File: src/hw/rtl/mlfq_pkg.sv
// Shared types, constants and helper functions for the feedback queue scheduler.
package mlfq_pkg;
    localparam int NUM_LEVELS = 12;
    localparam int MAX_PROCS  = 64;
    localparam int PID_W      = 6;
    localparam int LVL_W      = 4;
    localparam int LINK_W     = 7;
    localparam int TBL_W      = 48;
    localparam int CFG_IDX_W  = 2;

    localparam logic [1:0] FUNC_ENQ  = 2'd0;
    localparam logic [1:0] FUNC_SET  = 2'd1;
    localparam logic [1:0] FUNC_PICK = 2'd2;
    localparam logic [1:0] FUNC_RET  = 2'd3;

    localparam logic [1:0] ST_SLEEP = 2'd0;
    localparam logic [1:0] ST_RUN   = 2'd1;
    localparam logic [1:0] ST_OTHER = 2'd2;

    localparam logic [1:0] STAT_OK     = 2'd0;
    localparam logic [1:0] STAT_NONE   = 2'd1;
    localparam logic [1:0] STAT_BAD    = 2'd2;
    localparam logic [1:0] STAT_QUEUED = 2'd3;

    localparam logic [CFG_IDX_W-1:0] CFG_QUANTUM = 2'd0;
    localparam logic [CFG_IDX_W-1:0] CFG_TIMEOUT = 2'd1;
    localparam logic [CFG_IDX_W-1:0] CFG_SLEEP   = 2'd2;

    localparam logic [TBL_W-1:0] QUANTUM_RST = 48'd18765287024264;
    localparam logic [TBL_W-1:0] TIMEOUT_RST = 48'd206413245849856;
    localparam logic [TBL_W-1:0] SLEEP_RST   = 48'd206413819696452;

    localparam logic [LINK_W-1:0] NIL = 7'h40;
    localparam logic [LVL_W-1:0] TOP_LEVEL = 4'd11;

    typedef struct packed {
        logic [1:0]       func;
        logic [PID_W-1:0] pid;
        logic [LVL_W-1:0] level;
        logic [1:0]       new_state;
    } in_item_t;

    typedef struct packed {
        logic [PID_W-1:0] chosen_pid;
        logic [LVL_W-1:0] chosen_level;
        logic [3:0]       quantum;
        logic [1:0]       status;
    } out_item_t;

    // Command after decode: function, pid, saturated level, normalized state.
    typedef struct packed {
        logic [1:0]       func;
        logic [PID_W-1:0] pid;
        logic [LVL_W-1:0] level;
        logic [1:0]       new_state;
    } cmd_t;

    function automatic logic [3:0] nibble(input logic [TBL_W-1:0] tbl,
                                          input logic [LVL_W-1:0] lv);
        logic [3:0] r;
        r = 4'd0;
        for (int i = 0; i < 12; i++)
            if (lv == LVL_W'(i)) r = tbl[4*i +: 4];
        return r;
    endfunction

    function automatic logic [LVL_W-1:0] sat_level(input logic [3:0] v);
        return (v > TOP_LEVEL) ? TOP_LEVEL : v;
    endfunction
endpackage

File: src/hw/rtl/mlfq_front.sv
// Front end: accepts items, normalizes fields and queues commands for the engine.
module mlfq_front import mlfq_pkg::*; (
    input  logic     clk,
    input  logic     rst_n,
    input  logic     push,
    output logic     full,
    input  in_item_t in_item,
    output logic     cmd_valid,
    output cmd_t     cmd,
    input  logic     cmd_take
);
    cmd_t       q_reg [2];
    logic       wp_reg, rp_reg;
    logic [1:0] cnt_reg;
    cmd_t       dec;

    always_comb
    begin
        dec.func      = in_item.func;
        dec.pid       = in_item.pid;
        dec.level     = sat_level(in_item.level);
        dec.new_state = (in_item.new_state > ST_OTHER) ? ST_OTHER : in_item.new_state;
    end

    assign full      = cnt_reg == 2'd2;
    assign cmd_valid = cnt_reg != 2'd0;
    assign cmd       = q_reg[rp_reg];

    always_ff @(posedge clk)
    begin
        if (push && !full) q_reg[wp_reg] <= dec;
    end

    always_ff @(posedge clk or negedge rst_n)
    begin
        if (!rst_n)
        begin
            wp_reg  <= 1'b0;
            rp_reg  <= 1'b0;
            cnt_reg <= 2'd0;
        end
        else
        begin
            if (push && !full) wp_reg <= !wp_reg;
            if (cmd_take) rp_reg <= !rp_reg;
            cnt_reg <= cnt_reg + 2'(push && !full) - 2'(cmd_take);
        end
    end
endmodule

File: src/hw/rtl/mlfq_engine.sv
// Back end: linked-list queue state, the multi-cycle command sequencer and its generic RAM.
module mlfq_engine import mlfq_pkg::*; (
    input  logic                 clk,
    input  logic                 rst_n,
    input  logic                 cmd_valid,
    input  cmd_t                 cmd,
    output logic                 cmd_take,
    input  logic                 cfg_we,
    input  logic [CFG_IDX_W-1:0] cfg_idx,
    input  logic [TBL_W-1:0]     cfg_data,
    input  logic                 pop,
    output logic                 empty,
    output out_item_t            out_item
);
    localparam logic [2:0] S_CLR  = 3'd0;
    localparam logic [2:0] S_IDLE = 3'd1;
    localparam logic [2:0] S_INFO = 3'd2;
    localparam logic [2:0] S_LINK = 3'd3;
    localparam logic [2:0] S_SCAN = 3'd4;
    localparam logic [2:0] S_WALK = 3'd5;

    typedef struct packed {
        logic             queued;
        logic [1:0]       state;
        logic [LVL_W-1:0] level;
    } pinfo_t;

    logic [TBL_W-1:0]  qt_reg, tt_reg, st_reg;
    logic [LINK_W-1:0] head_reg  [NUM_LEVELS];
    logic [LINK_W-1:0] tail_reg  [NUM_LEVELS];
    logic [LINK_W-1:0] head_next [NUM_LEVELS];
    logic [LINK_W-1:0] tail_next [NUM_LEVELS];

    logic [2:0]       fsm_reg, fsm_next;
    logic [LVL_W-1:0] lv_reg, lv_next;
    logic [PID_W-1:0] cur_reg, cur_next;
    logic [PID_W-1:0] clr_reg, clr_next;
    logic [PID_W-1:0] link_reg, link_next;
    cmd_t             op_reg, op_next;
    out_item_t        res_reg, res_next;
    logic             res_full_reg;
    logic             res_set;

    logic [PID_W-1:0]  rd_addr;
    logic              info_we;
    logic [PID_W-1:0]  info_waddr;
    pinfo_t            info_wdata, info_rd;
    logic              nxt_we;
    logic [PID_W-1:0]  nxt_waddr;
    logic [LINK_W-1:0] nxt_wdata, nxt_rd;
    logic              prv_we;
    logic [PID_W-1:0]  prv_waddr;
    logic [LINK_W-1:0] prv_wdata, prv_rd;

    logic             do_append;
    logic [LVL_W-1:0] alv;

    assign empty    = !res_full_reg;
    assign out_item = res_reg;

    mlfq_ram #(.WIDTH($bits(pinfo_t)), .DEPTH(MAX_PROCS)) u_info (
        .clk, .we(info_we), .waddr(info_waddr), .wdata(info_wdata),
        .raddr(rd_addr), .rdata(info_rd)
    );

    mlfq_ram #(.WIDTH(LINK_W), .DEPTH(MAX_PROCS)) u_next (
        .clk, .we(nxt_we), .waddr(nxt_waddr), .wdata(nxt_wdata),
        .raddr(rd_addr), .rdata(nxt_rd)
    );

    mlfq_ram #(.WIDTH(LINK_W), .DEPTH(MAX_PROCS)) u_prev (
        .clk, .we(prv_we), .waddr(prv_waddr), .wdata(prv_wdata),
        .raddr(rd_addr), .rdata(prv_rd)
    );

    // Enqueue and a return that leaves the process sleeping or runnable append to a level.
    always_comb
    begin
        do_append = (op_reg.func == FUNC_ENQ)
                    || (op_reg.func == FUNC_RET && op_reg.new_state != ST_OTHER);
        alv = op_reg.level;
        if (op_reg.func == FUNC_RET)
            alv = sat_level(nibble((op_reg.new_state == ST_RUN) ? tt_reg : st_reg,
                                   info_rd.level));
    end

    always_comb
    begin
        fsm_next   = fsm_reg;
        lv_next    = lv_reg;
        cur_next   = cur_reg;
        clr_next   = clr_reg;
        link_next  = link_reg;
        op_next    = op_reg;
        res_next   = res_reg;
        res_set    = 1'b0;
        head_next  = head_reg;
        tail_next  = tail_reg;
        cmd_take   = 1'b0;
        rd_addr    = cmd.pid;
        info_we    = 1'b0;
        info_waddr = op_reg.pid;
        info_wdata = info_rd;
        nxt_we     = 1'b0;
        nxt_waddr  = op_reg.pid;
        nxt_wdata  = NIL;
        prv_we     = 1'b0;
        prv_waddr  = op_reg.pid;
        prv_wdata  = NIL;
        unique case (fsm_reg)
            S_CLR:
            begin
                info_we    = 1'b1;
                info_waddr = clr_reg;
                info_wdata = '{queued: 1'b0, state: ST_OTHER, level: '0};
                clr_next   = clr_reg + 1'b1;
                if (clr_reg == PID_W'(MAX_PROCS - 1)) fsm_next = S_IDLE;
            end
            S_IDLE:
            begin
                cmd_take = cmd_valid && (!res_full_reg || pop);
                if (cmd_take)
                begin
                    op_next = cmd;
                    if (cmd.func == FUNC_PICK)
                    begin
                        lv_next  = TOP_LEVEL;
                        fsm_next = S_SCAN;
                    end
                    else fsm_next = S_INFO;
                end
            end
            S_INFO:
            begin
                res_next = '0;
                res_set  = 1'b1;
                fsm_next = S_IDLE;
                info_we  = 1'b1;
                if (op_reg.func != FUNC_ENQ) info_wdata.state = op_reg.new_state;
                if (do_append)
                begin
                    if (info_rd.queued) res_next.status = STAT_QUEUED;
                    else
                    begin
                        info_wdata.queued = 1'b1;
                        prv_we         = 1'b1;
                        prv_wdata      = tail_reg[alv];
                        nxt_we         = 1'b1;
                        tail_next[alv] = {1'b0, op_reg.pid};
                        if (tail_reg[alv][PID_W]) head_next[alv] = {1'b0, op_reg.pid};
                        else
                        begin
                            // The old tail's forward link is written in the next cycle.
                            link_next = tail_reg[alv][PID_W-1:0];
                            fsm_next  = S_LINK;
                        end
                    end
                end
            end
            S_LINK:
            begin
                nxt_we    = 1'b1;
                nxt_waddr = link_reg;
                nxt_wdata = {1'b0, op_reg.pid};
                fsm_next  = S_IDLE;
            end
            S_SCAN:
            begin
                rd_addr  = head_reg[lv_reg][PID_W-1:0];
                cur_next = head_reg[lv_reg][PID_W-1:0];
                if (!head_reg[lv_reg][PID_W]) fsm_next = S_WALK;
                else if (lv_reg == '0)
                begin
                    res_next        = '0;
                    res_next.status = STAT_NONE;
                    res_set         = 1'b1;
                    fsm_next        = S_IDLE;
                end
                else lv_next = lv_reg - 1'b1;
            end
            S_WALK:
            begin
                rd_addr = nxt_rd[PID_W-1:0];
                if (info_rd.state == ST_RUN)
                begin
                    if (prv_rd[PID_W]) head_next[lv_reg] = nxt_rd;
                    else
                    begin
                        nxt_we    = 1'b1;
                        nxt_waddr = prv_rd[PID_W-1:0];
                        nxt_wdata = nxt_rd;
                    end
                    if (nxt_rd[PID_W]) tail_next[lv_reg] = prv_rd;
                    else
                    begin
                        prv_we    = 1'b1;
                        prv_waddr = nxt_rd[PID_W-1:0];
                        prv_wdata = prv_rd;
                    end
                    info_we    = 1'b1;
                    info_waddr = cur_reg;
                    info_wdata = '{queued: 1'b0, state: ST_OTHER, level: lv_reg};
                    res_next   = '{chosen_pid: cur_reg, chosen_level: lv_reg,
                                   quantum: nibble(qt_reg, lv_reg), status: STAT_OK};
                    res_set    = 1'b1;
                    fsm_next   = S_IDLE;
                end
                else if (info_rd.state != ST_SLEEP)
                begin
                    res_next = '{chosen_pid: cur_reg, chosen_level: lv_reg,
                                 quantum: 4'd0, status: STAT_BAD};
                    res_set  = 1'b1;
                    fsm_next = S_IDLE;
                end
                else if (!nxt_rd[PID_W]) cur_next = nxt_rd[PID_W-1:0];
                else if (lv_reg == '0)
                begin
                    res_next        = '0;
                    res_next.status = STAT_NONE;
                    res_set         = 1'b1;
                    fsm_next        = S_IDLE;
                end
                else
                begin
                    lv_next  = lv_reg - 1'b1;
                    fsm_next = S_SCAN;
                end
            end
            default: fsm_next = S_IDLE;
        endcase
    end

    always_ff @(posedge clk or negedge rst_n)
    begin
        if (!rst_n)
        begin
            qt_reg <= QUANTUM_RST;
            tt_reg <= TIMEOUT_RST;
            st_reg <= SLEEP_RST;
            for (int i = 0; i < NUM_LEVELS; i++)
            begin
                head_reg[i] <= NIL;
                tail_reg[i] <= NIL;
            end
            fsm_reg      <= S_CLR;
            lv_reg       <= '0;
            cur_reg      <= '0;
            clr_reg      <= '0;
            link_reg     <= '0;
            op_reg       <= '0;
            res_reg      <= '0;
            res_full_reg <= 1'b0;
        end
        else
        begin
            if (cfg_we)
            begin
                unique case (cfg_idx)
                    CFG_QUANTUM: qt_reg <= cfg_data;
                    CFG_TIMEOUT: tt_reg <= cfg_data;
                    CFG_SLEEP:   st_reg <= cfg_data;
                    default: ;
                endcase
            end
            for (int i = 0; i < NUM_LEVELS; i++)
            begin
                head_reg[i] <= head_next[i];
                tail_reg[i] <= tail_next[i];
            end
            fsm_reg      <= fsm_next;
            lv_reg       <= lv_next;
            cur_reg      <= cur_next;
            clr_reg      <= clr_next;
            link_reg     <= link_next;
            op_reg       <= op_next;
            res_reg      <= res_next;
            res_full_reg <= res_set || (res_full_reg && !pop);
        end
    end
endmodule

// Generic single-port-write RAM with a registered read.
module mlfq_ram #(
    parameter int WIDTH = 8,
    parameter int DEPTH = 64
) (
    input  logic                     clk,
    input  logic                     we,
    input  logic [$clog2(DEPTH)-1:0] waddr,
    input  logic [WIDTH-1:0]         wdata,
    input  logic [$clog2(DEPTH)-1:0] raddr,
    output logic [WIDTH-1:0]         rdata
);
    logic [WIDTH-1:0] mem_reg [DEPTH];
    logic [WIDTH-1:0] rdata_reg;

    assign rdata = rdata_reg;

    always_ff @(posedge clk)
    begin
        if (we) mem_reg[waddr] <= wdata;
        rdata_reg <= mem_reg[raddr];
    end
endmodule

File: src/hw/rtl/multilevel_feedback_queue_scheduler_core.sv
// Multilevel feedback queue scheduler: a command queue in front of the list engine.
// Enqueue, set state and return: command queue, info state, then the registered result.
// Pick: scans levels from the top down and examines each queued entry in list order.
// One item runs at a time (a non-empty level's append adds the link state); two more can wait.
// Reset is asynchronous: levels empty, tables at defaults; a clear pass over all 64
// processes then sets every process to state other before the first item is taken.
module multilevel_feedback_queue_scheduler_core import mlfq_pkg::*; (
    input  logic                 clk,
    input  logic                 rst_n,
    input  logic                 push,
    output logic                 full,
    input  in_item_t             in_item,
    output logic                 empty,
    input  logic                 pop,
    output out_item_t            out_item,
    input  logic                 cfg_we,
    input  logic [CFG_IDX_W-1:0] cfg_idx,
    input  logic [TBL_W-1:0]     cfg_data
);
    logic cmd_valid, cmd_take;
    cmd_t cmd;

    mlfq_front u_front (
        .clk, .rst_n, .push, .full, .in_item,
        .cmd_valid, .cmd, .cmd_take
    );

    mlfq_engine u_engine (
        .clk, .rst_n, .cmd_valid, .cmd, .cmd_take,
        .cfg_we, .cfg_idx, .cfg_data,
        .pop, .empty, .out_item
    );
endmodule
File: config.mk
export PLATFORM = sky130hd
export DESIGN_NAME = multilevel_feedback_queue_scheduler_core
export DESIGN_NICKNAME = d
export VERILOG_FILES = /design/src/hw/rtl/mlfq_pkg.sv /design/src/hw/rtl/mlfq_front.sv /design/src/hw/rtl/mlfq_engine.sv /design/src/hw/rtl/multilevel_feedback_queue_scheduler_core.sv
export SDC_FILE = /design/constraint.sdc
export NUM_CORES = 2
export LEC_CHECK = 0
export BUFFER_PORTS_ARGS = -buffer_cell sky130_fd_sc_hd__buf_2
export CAP_MARGIN = 20
export CORE_MARGIN = 2
export CORE_UTILIZATION = 23
export CTS_CLUSTER_DIAMETER = 200
export DETAILED_ROUTE_END_ITERATION = 12
export GPL_TIMING_DRIVEN = 0
export SLEW_MARGIN = 15
export SYNTH_ARGS = -nofsm -noshare
export SYNTH_HDL_FRONTEND = slang
export SYNTH_HIERARCHICAL = 1
export SYNTH_SLANG_ARGS = --single-unit
File: constraint.sdc
create_clock -name clk -period 4.85 [get_ports clk]
set_clock_uncertainty 0.2 [all_clocks]
set_input_delay 0.485 -clock clk [delete_from_list [all_inputs] [get_ports clk]]
set_output_delay 0.485 -clock clk [all_outputs]
set_load 0.01 [all_outputs]
# Word-level counts from Yosys, hierarchy flattened

Memories as Yosys holds them, arrays and structs flattened. A register that Yosys moved wholly into a read port is not among the register bits.
Cells that the tools add are included.

Memory bits (writable): 1372
Memories kept: 4
Input port bits: 69
Output and inout bits: 18
Bits in registers: 372

Memory list:

| name                    | depth | bits a word | rd ports | clocked after memory_dff | write ports | RTL line           | text |
|---|---|---|---|---|---|---|---|
| u_engine.u_info.mem_reg | 64    | 7           | 1        | 1                        | 1           | mlfq_engine.sv:294 | `logic [WIDTH-1:0] mem_reg [DEPTH];` |
| u_engine.u_next.mem_reg | 64    | 7           | 1        | 1                        | 1           | mlfq_engine.sv:294 |  |
| u_engine.u_prev.mem_reg | 64    | 7           | 1        | 1                        | 1           | mlfq_engine.sv:294 |  |
| u_front.q_reg           | 2     | 14          | 1        | 0                        | 1           | mlfq_front.sv:12   | `cmd_t q_reg [2];` |

Multiplexer cells: 135
Add/subtract/negate cells: 4
Bitwise operators: 4
Reduce and logical (&&, ||, !) cells: 38
Magnitude comparators: 7
Eq/ne operators: 51

Operators by type and width:

| kind                 | count |
|---|---|
| $mux W84             | 9 |
| $bwmux W84           | 4 |
| $pmux W84 S2         | 2 |
| $mux W4              | 35 |
| $mux W7              | 13 |
| $mux W16             | 5 |
| $bmux W7 S4          | 2 |
| $demux W7 S4         | 2 |
| $mux W6              | 9 |
| $mux W48             | 1 |
| $pmux W16 S3         | 1 |
| $pmux W6 S2          | 4 |
| $mux W3              | 11 |
| $eq A4 B3 Y1 const B | 8 |
| $eq A4 B4 Y1 const B | 8 |
| $pmux W7 S2          | 2 |
| $mux W1              | 22 |
| $eq A4 B2 Y1 const B | 4 |
| $pmux W3 S5          | 1 |
| $ne A2 B1 Y1 const B | 7 |
| $ne A2 B2 Y1 const B | 7 |
| $pmux W4 S3          | 1 |
| $reduce_and A4 Y1    | 3 |
| $ge A5 B5 Y1 const B | 2 |
| 37 further kinds     | 76 |

# Longest topological paths before layout

Word-level depth: 28
Mapped depth: 18
Depth with buffers taken out: 14

# Hierarchy

Netlist, hierarchy kept.

By module, submodules not included:

| module                          | cells each | instances | seq. area each (um^2) | area an instance (um^2) |
|---|---|---|---|---|
| mlfq_ram at u_engine.u_next ... | 827        | 2         | 13593.0               | 17635.7 |
| mlfq_engine                     | 1832       | 1         | 9315.2                | 19508.7 |
| mlfq_ram at u_engine.u_info     | 837        | 1         | 13593.0               | 17673.2 |
| mlfq_front                      | 67         | 1         | 940.9                 | 1292.5 |

# Worst setup path before layout

OpenSTA, ideal clock, no wires.

Path type: register to register
Start: register u_engine/op_reg[0] (netlist bit)
End: memory u_engine/u_prev/mem_reg[0][6] (netlist bit), data pin
Setup time: 499 ps
Data required time: 4151 ps
Stages on the path, launching flop included: 16
Setup slack: -13 ps
Buffers on the path: 3
Data arrival time: 4164 ps
Cell sequence: dfrtp_1 nor2b_4 buf_6 buf_8 mux4_2 o22ai_1 o21ai_1 o2bb2ai_2 o211ai_1 o21a_1 buf_6 a21o_1 a21o_1 nand3_1 nor2_2 nor2_1

Cells in the longest elaborated chain, start to end: 25
Elaborated cells between the ends (all ways): 28

RTL lines:

| what                             | RTL line           | text |
|---|---|---|
| from (decl)                      | mlfq_engine.sv:39  | `cmd_t op_reg, op_next;` |
| from (signal assigned)           | mlfq_engine.sv:275 | `op_reg <= op_next;` |
| $eq A2 B1 Y1                     | mlfq_engine.sv:83  | `alv = sat_level(nibble((op_reg.new_state == ST_RUN) ? tt_reg : st_reg,` |
| $mux W48                         | mlfq_engine.sv:83  |  |
| $mux W4 (12 in series)           | mlfq_pkg.sv:63     | `if (lv == LVL_W'(i)) r = tbl[4*i +: 4];` |
| $mux W4                          | mlfq_engine.sv:82  | `if (op_reg.func == FUNC_RET)` |
| $gt A4 B4 Y1                     | mlfq_pkg.sv:68     | `return (v > TOP_LEVEL) ? TOP_LEVEL : v;` |
| $mux W4                          | mlfq_pkg.sv:68     |  |
| $mux W4                          | mlfq_engine.sv:82  |  |
| $not A4 Y5 (implied by the code) | mlfq_engine.sv:147 | `prv_wdata = tail_reg[alv];` |
| $bmux W7 S4                      | mlfq_engine.sv:147 |  |
| $mux W7 (2 in series)            | n/a                |  |
| $mux W7                          | mlfq_engine.sv:142 | `if (info_rd.queued) res_next.status = STAT_QUEUED;` |
| $mux W7 *                        | mlfq_engine.sv:140 | `if (do_append)` |
| $pmux W7 S2 *                    | mlfq_engine.sv:110 | `unique case (fsm_reg)` |
| net u_engine.prv_wdata[6]        | mlfq_engine.sv:53  | `logic [LINK_W-1:0] prv_wdata, prv_rd;` |
| to (decl)                        | mlfq_engine.sv:294 |  |

Mark *: on every way through the listed nets, which the timed path passes. The rest lies on a longest branch. The select of a mux whose other input is x is not followed.

# Worst setup path after layout

Start: register u_engine.fsm_reg[2]
End: memory u_engine/u_prev/mem_reg[44][2] (netlist bit) (enable)

Elaborated cells between the ends (all ways): 6

RTL lines:

| what                      | RTL line           | text |
|---|---|---|
| from (decl)               | mlfq_engine.sv:34  | `logic [2:0] fsm_reg, fsm_next;` |
| from (signal assigned)    | mlfq_engine.sv:270 | `fsm_reg <= fsm_next;` |
| $eq A3 B3 Y1              | mlfq_engine.sv:110 |  |
| $mux W6                   | mlfq_engine.sv:110 |  |
| net u_engine.prv_waddr[2] | mlfq_engine.sv:52  | `logic [PID_W-1:0] prv_waddr;` |

The timed path passes the listed nets, and every way through them passes these cells.

==> results.cfg <==
[outcome]
outcome = finished, violations left
violations = max-capacitance violations, max-slew violations, negative setup slack

[clock_tree]
ctsHtreeMaxLevel = 4
cts_tree = built
cts_buffers = 182
clk_pin_slew_ps = 60
cts_buffer_depth = 3
clk_latency_ps = 840
root_buffer = clkbuf_16
cts_sinks = 1765

[grt]
grt_use_total = 0.129
overflow = 0
antenna_found_initial = 8
grt_max_degree = 105
grt_pass1_wl_um = 310000
grt_pass1_vias = 43500

[sta]
finalCriticalPeriod_ps = 5220
max_freq_ghz = 0.192
finalMaxSlewViolations = 4
tns_ps = -73450
min_period_over_period = 1.08
setup-violations-final = 597
maxSlewHeadroom = -0.0165
setup_ws_ps = -372
worst_slew_pin_slew_ps = 1510
final_hold_viol_count = 0
rsz0062_at_grt = yes

[power]
peakVddDrop_mv = 0.377
p_total_mw = 33.8
p_per_area_nw_per_um2 = 383
p_leak_nw = 25.1

[synthesis]
synthArstFlopShare = 0.211
syn_inst = 4390
synth_most_common_cell = edfxtp_1
synth.net_count = 4467
synth_edf_count = 1372
ys_top_cells_by_area = edfxtp_1, mux4_2, dfrtp_1, mux2_2, dfstp_2
synth_flop_cell = edfxtp_1
synth-seq-area-share = 0.692
ys_warn_count = 6
synth_top_area_share = 0.559
synth_area_leader_cell = edfxtp_1
yosys-top-cells-count = edfxtp_1, mux4_2, nor2_1
ys_ff_latch = 1765
syn_area_um2 = 73700
synth_cell_types = 85
syn_area_per_cell_um2 = 16.8

[final_layout]
nFillCells = 31700
final_core_util = 0.277
nets = 4857
syn_to_final_growth_pct = 19.6
multiInputGateArea_um2 = 22400
ff_latch_area_um2 = 51000
layout-drive-gt1-share = 0.307
fin_cells = 9106

[detailed_routing]
drt_first_pass_iters = 6
route.detailed.drc = 0
wl_per_cell_um = 23.9
drt-vias-per-instance = 4.80
final_antenna_net_count = 0
wl_um = 217000
drtIter0Drc = 5769
vias = 43700

[worst_setup_path]
cp_slowest_cell = nor2_1
cp.arrival_ps = 5450
path_cells = nor2b_1 -> nand2_1 -> clkbuf_1 -> nor3_2 -> clkbuf_4 -> mux2_2 -> clkbuf_1 -> nor2b_1 -> nand2_1 -> nor2_1
cp_data_required_time_ps = 5080
start_kind = flip-flop
critPathMaxFanout = 17
end_kind = flip-flop
critPathKind = reg2reg
cpPeakStageDelay_ps = 860
reg2reg_depth = 10

[floorplan]
die_h_um = 570
ios = 87
die_area_um2 = 325000
start_util = 0.231
num_rows = 207
dieWidth_um = 570
coreArea_um2 = 319000

[place]
port_buffers = 86
gp_congestion = 0.951
dp_hpwl_um = 146000
dp.cells = 8687

[flow_run]
cap_violations = 1

[worst_hold_path]
hold_path.class = in2async
timing repair:
action | CTS | global route
hold endpoints to repair | 267 | 0
gates cloned | 5 | 4
pin swaps | 5 | 14
endpoints found under the setup margin | 1741 | 1887
hold buffers | 67 | 0
setup buffers | 7 | 13
resized for setup | 117 | 231
power by group:
part	internal, mW	switching, mW	total (mW)
clock	7.88	5.89	13.8
combinational	1.20	1.94	3.15
sequential	16.5	0.296	16.8
final cells by class:
cell class	instances	area share
multi-input cells	2305	0.254
clock inverters	86	0.0101
clock buffers	241	0.0565
diodes	3	0.0000851
flip-flops and latches	1765	0.579
well taps	4180	0.0593
inverters	38	0.00166
repair buffers	205	0.0226
plain buffers	283	0.0177
kinds of logic after synthesis:
logic type	synth area share
buf+inv	0.0220
simple gates	0.0557
compound gates	0.0572
xor+xnor	0.00131
fa+ha+maj	0.00136
flops	0.692
mux	0.170
per-stage QoR:
step / hold slack [ps] / worst slack, ps / cell area, um2
after CTS: 33.7 / -520 / 87300
after detailed placement: 255 / -1520 / 80200
after global placement: 256 / -4250 / 79400
final: 53.8 / -372 / 88200
after floorplan: -10.6 / 28.9 / 73700
after global routing: 71.9 / -375 / 88200
per-layer routing:
layer  wire [um]  GRT usage  part of all wire
met5          41          0           0.00019
met4        8380     0.0493             0.039
met3       20700     0.0285             0.095
met2       99600      0.203              0.46
met1       88500      0.173              0.41
critical path, delay by kind of cell, from the launching register on:
| kind | cells | cell delay (ps) |
|---|---|---|
| buf+inv | 3 | 1330 |
| flops | 1 | 400 |
| simple gates | 6 | 2640 |
| mux | 1 | 240 |
cell usage in the layout, fill, tap and decap left out, types with 19 or more instances in the layout:
master	Yosys	layout
o221ai_1	24	23
nand2b_1	27	27
edfxtp_1	1372	1372
nand3_1	45	34
buf_2	62	138
nand3b_1	22	22
nor2b_1	22	21
nand2_1	281	273
clkbuf_1	167	178
inv_1	38	37
clkinv_2	0	26
buf_6	25	28
clkbuf_16	0	187
o31ai_1	26	24
o21ai_0	170	151
clkinv_1	0	27
nor2_4	0	46
dlygate4sd3_1	0	67
mux2_2	234	234
buf_4	15	40
a22oi_1	73	70
nor3_1	38	30
buf_12	2	24
dfxtp_1	21	21
a31oi_1	50	50
nor2_1	346	234
a21oi_1	57	52
o21ai_1	18	21
mux4_2	366	366
dfstp_2	85	85
a22o_1	32	20
mux2_4	33	33
clkbuf_2	0	21
mux2i_1	114	91
o22ai_1	61	59
dfrtp_1	287	285
and2_1	19	19
nor2_2	1	68
final timing paths:
kind                                            start                        endpoint  slack (ps)
min in group clk                           cfg_idx[0]              u_engine/qt_reg[8]         260
worst max register to register    u_engine/fsm_reg[2]  u_engine/u_prev/mem_reg[44][2]        -370
worst max-delay path              u_engine/fsm_reg[2]  u_engine/u_prev/mem_reg[44][2]        -370
worst min-delay path                            rst_n            u_engine/out_item[3]          50
max in group asynchronous                       rst_n              u_engine/op_reg[0]        2890
worst min register to register  u_engine/head_reg[55]           u_engine/head_reg[55]         260
(Power assumes the default switching activity.)
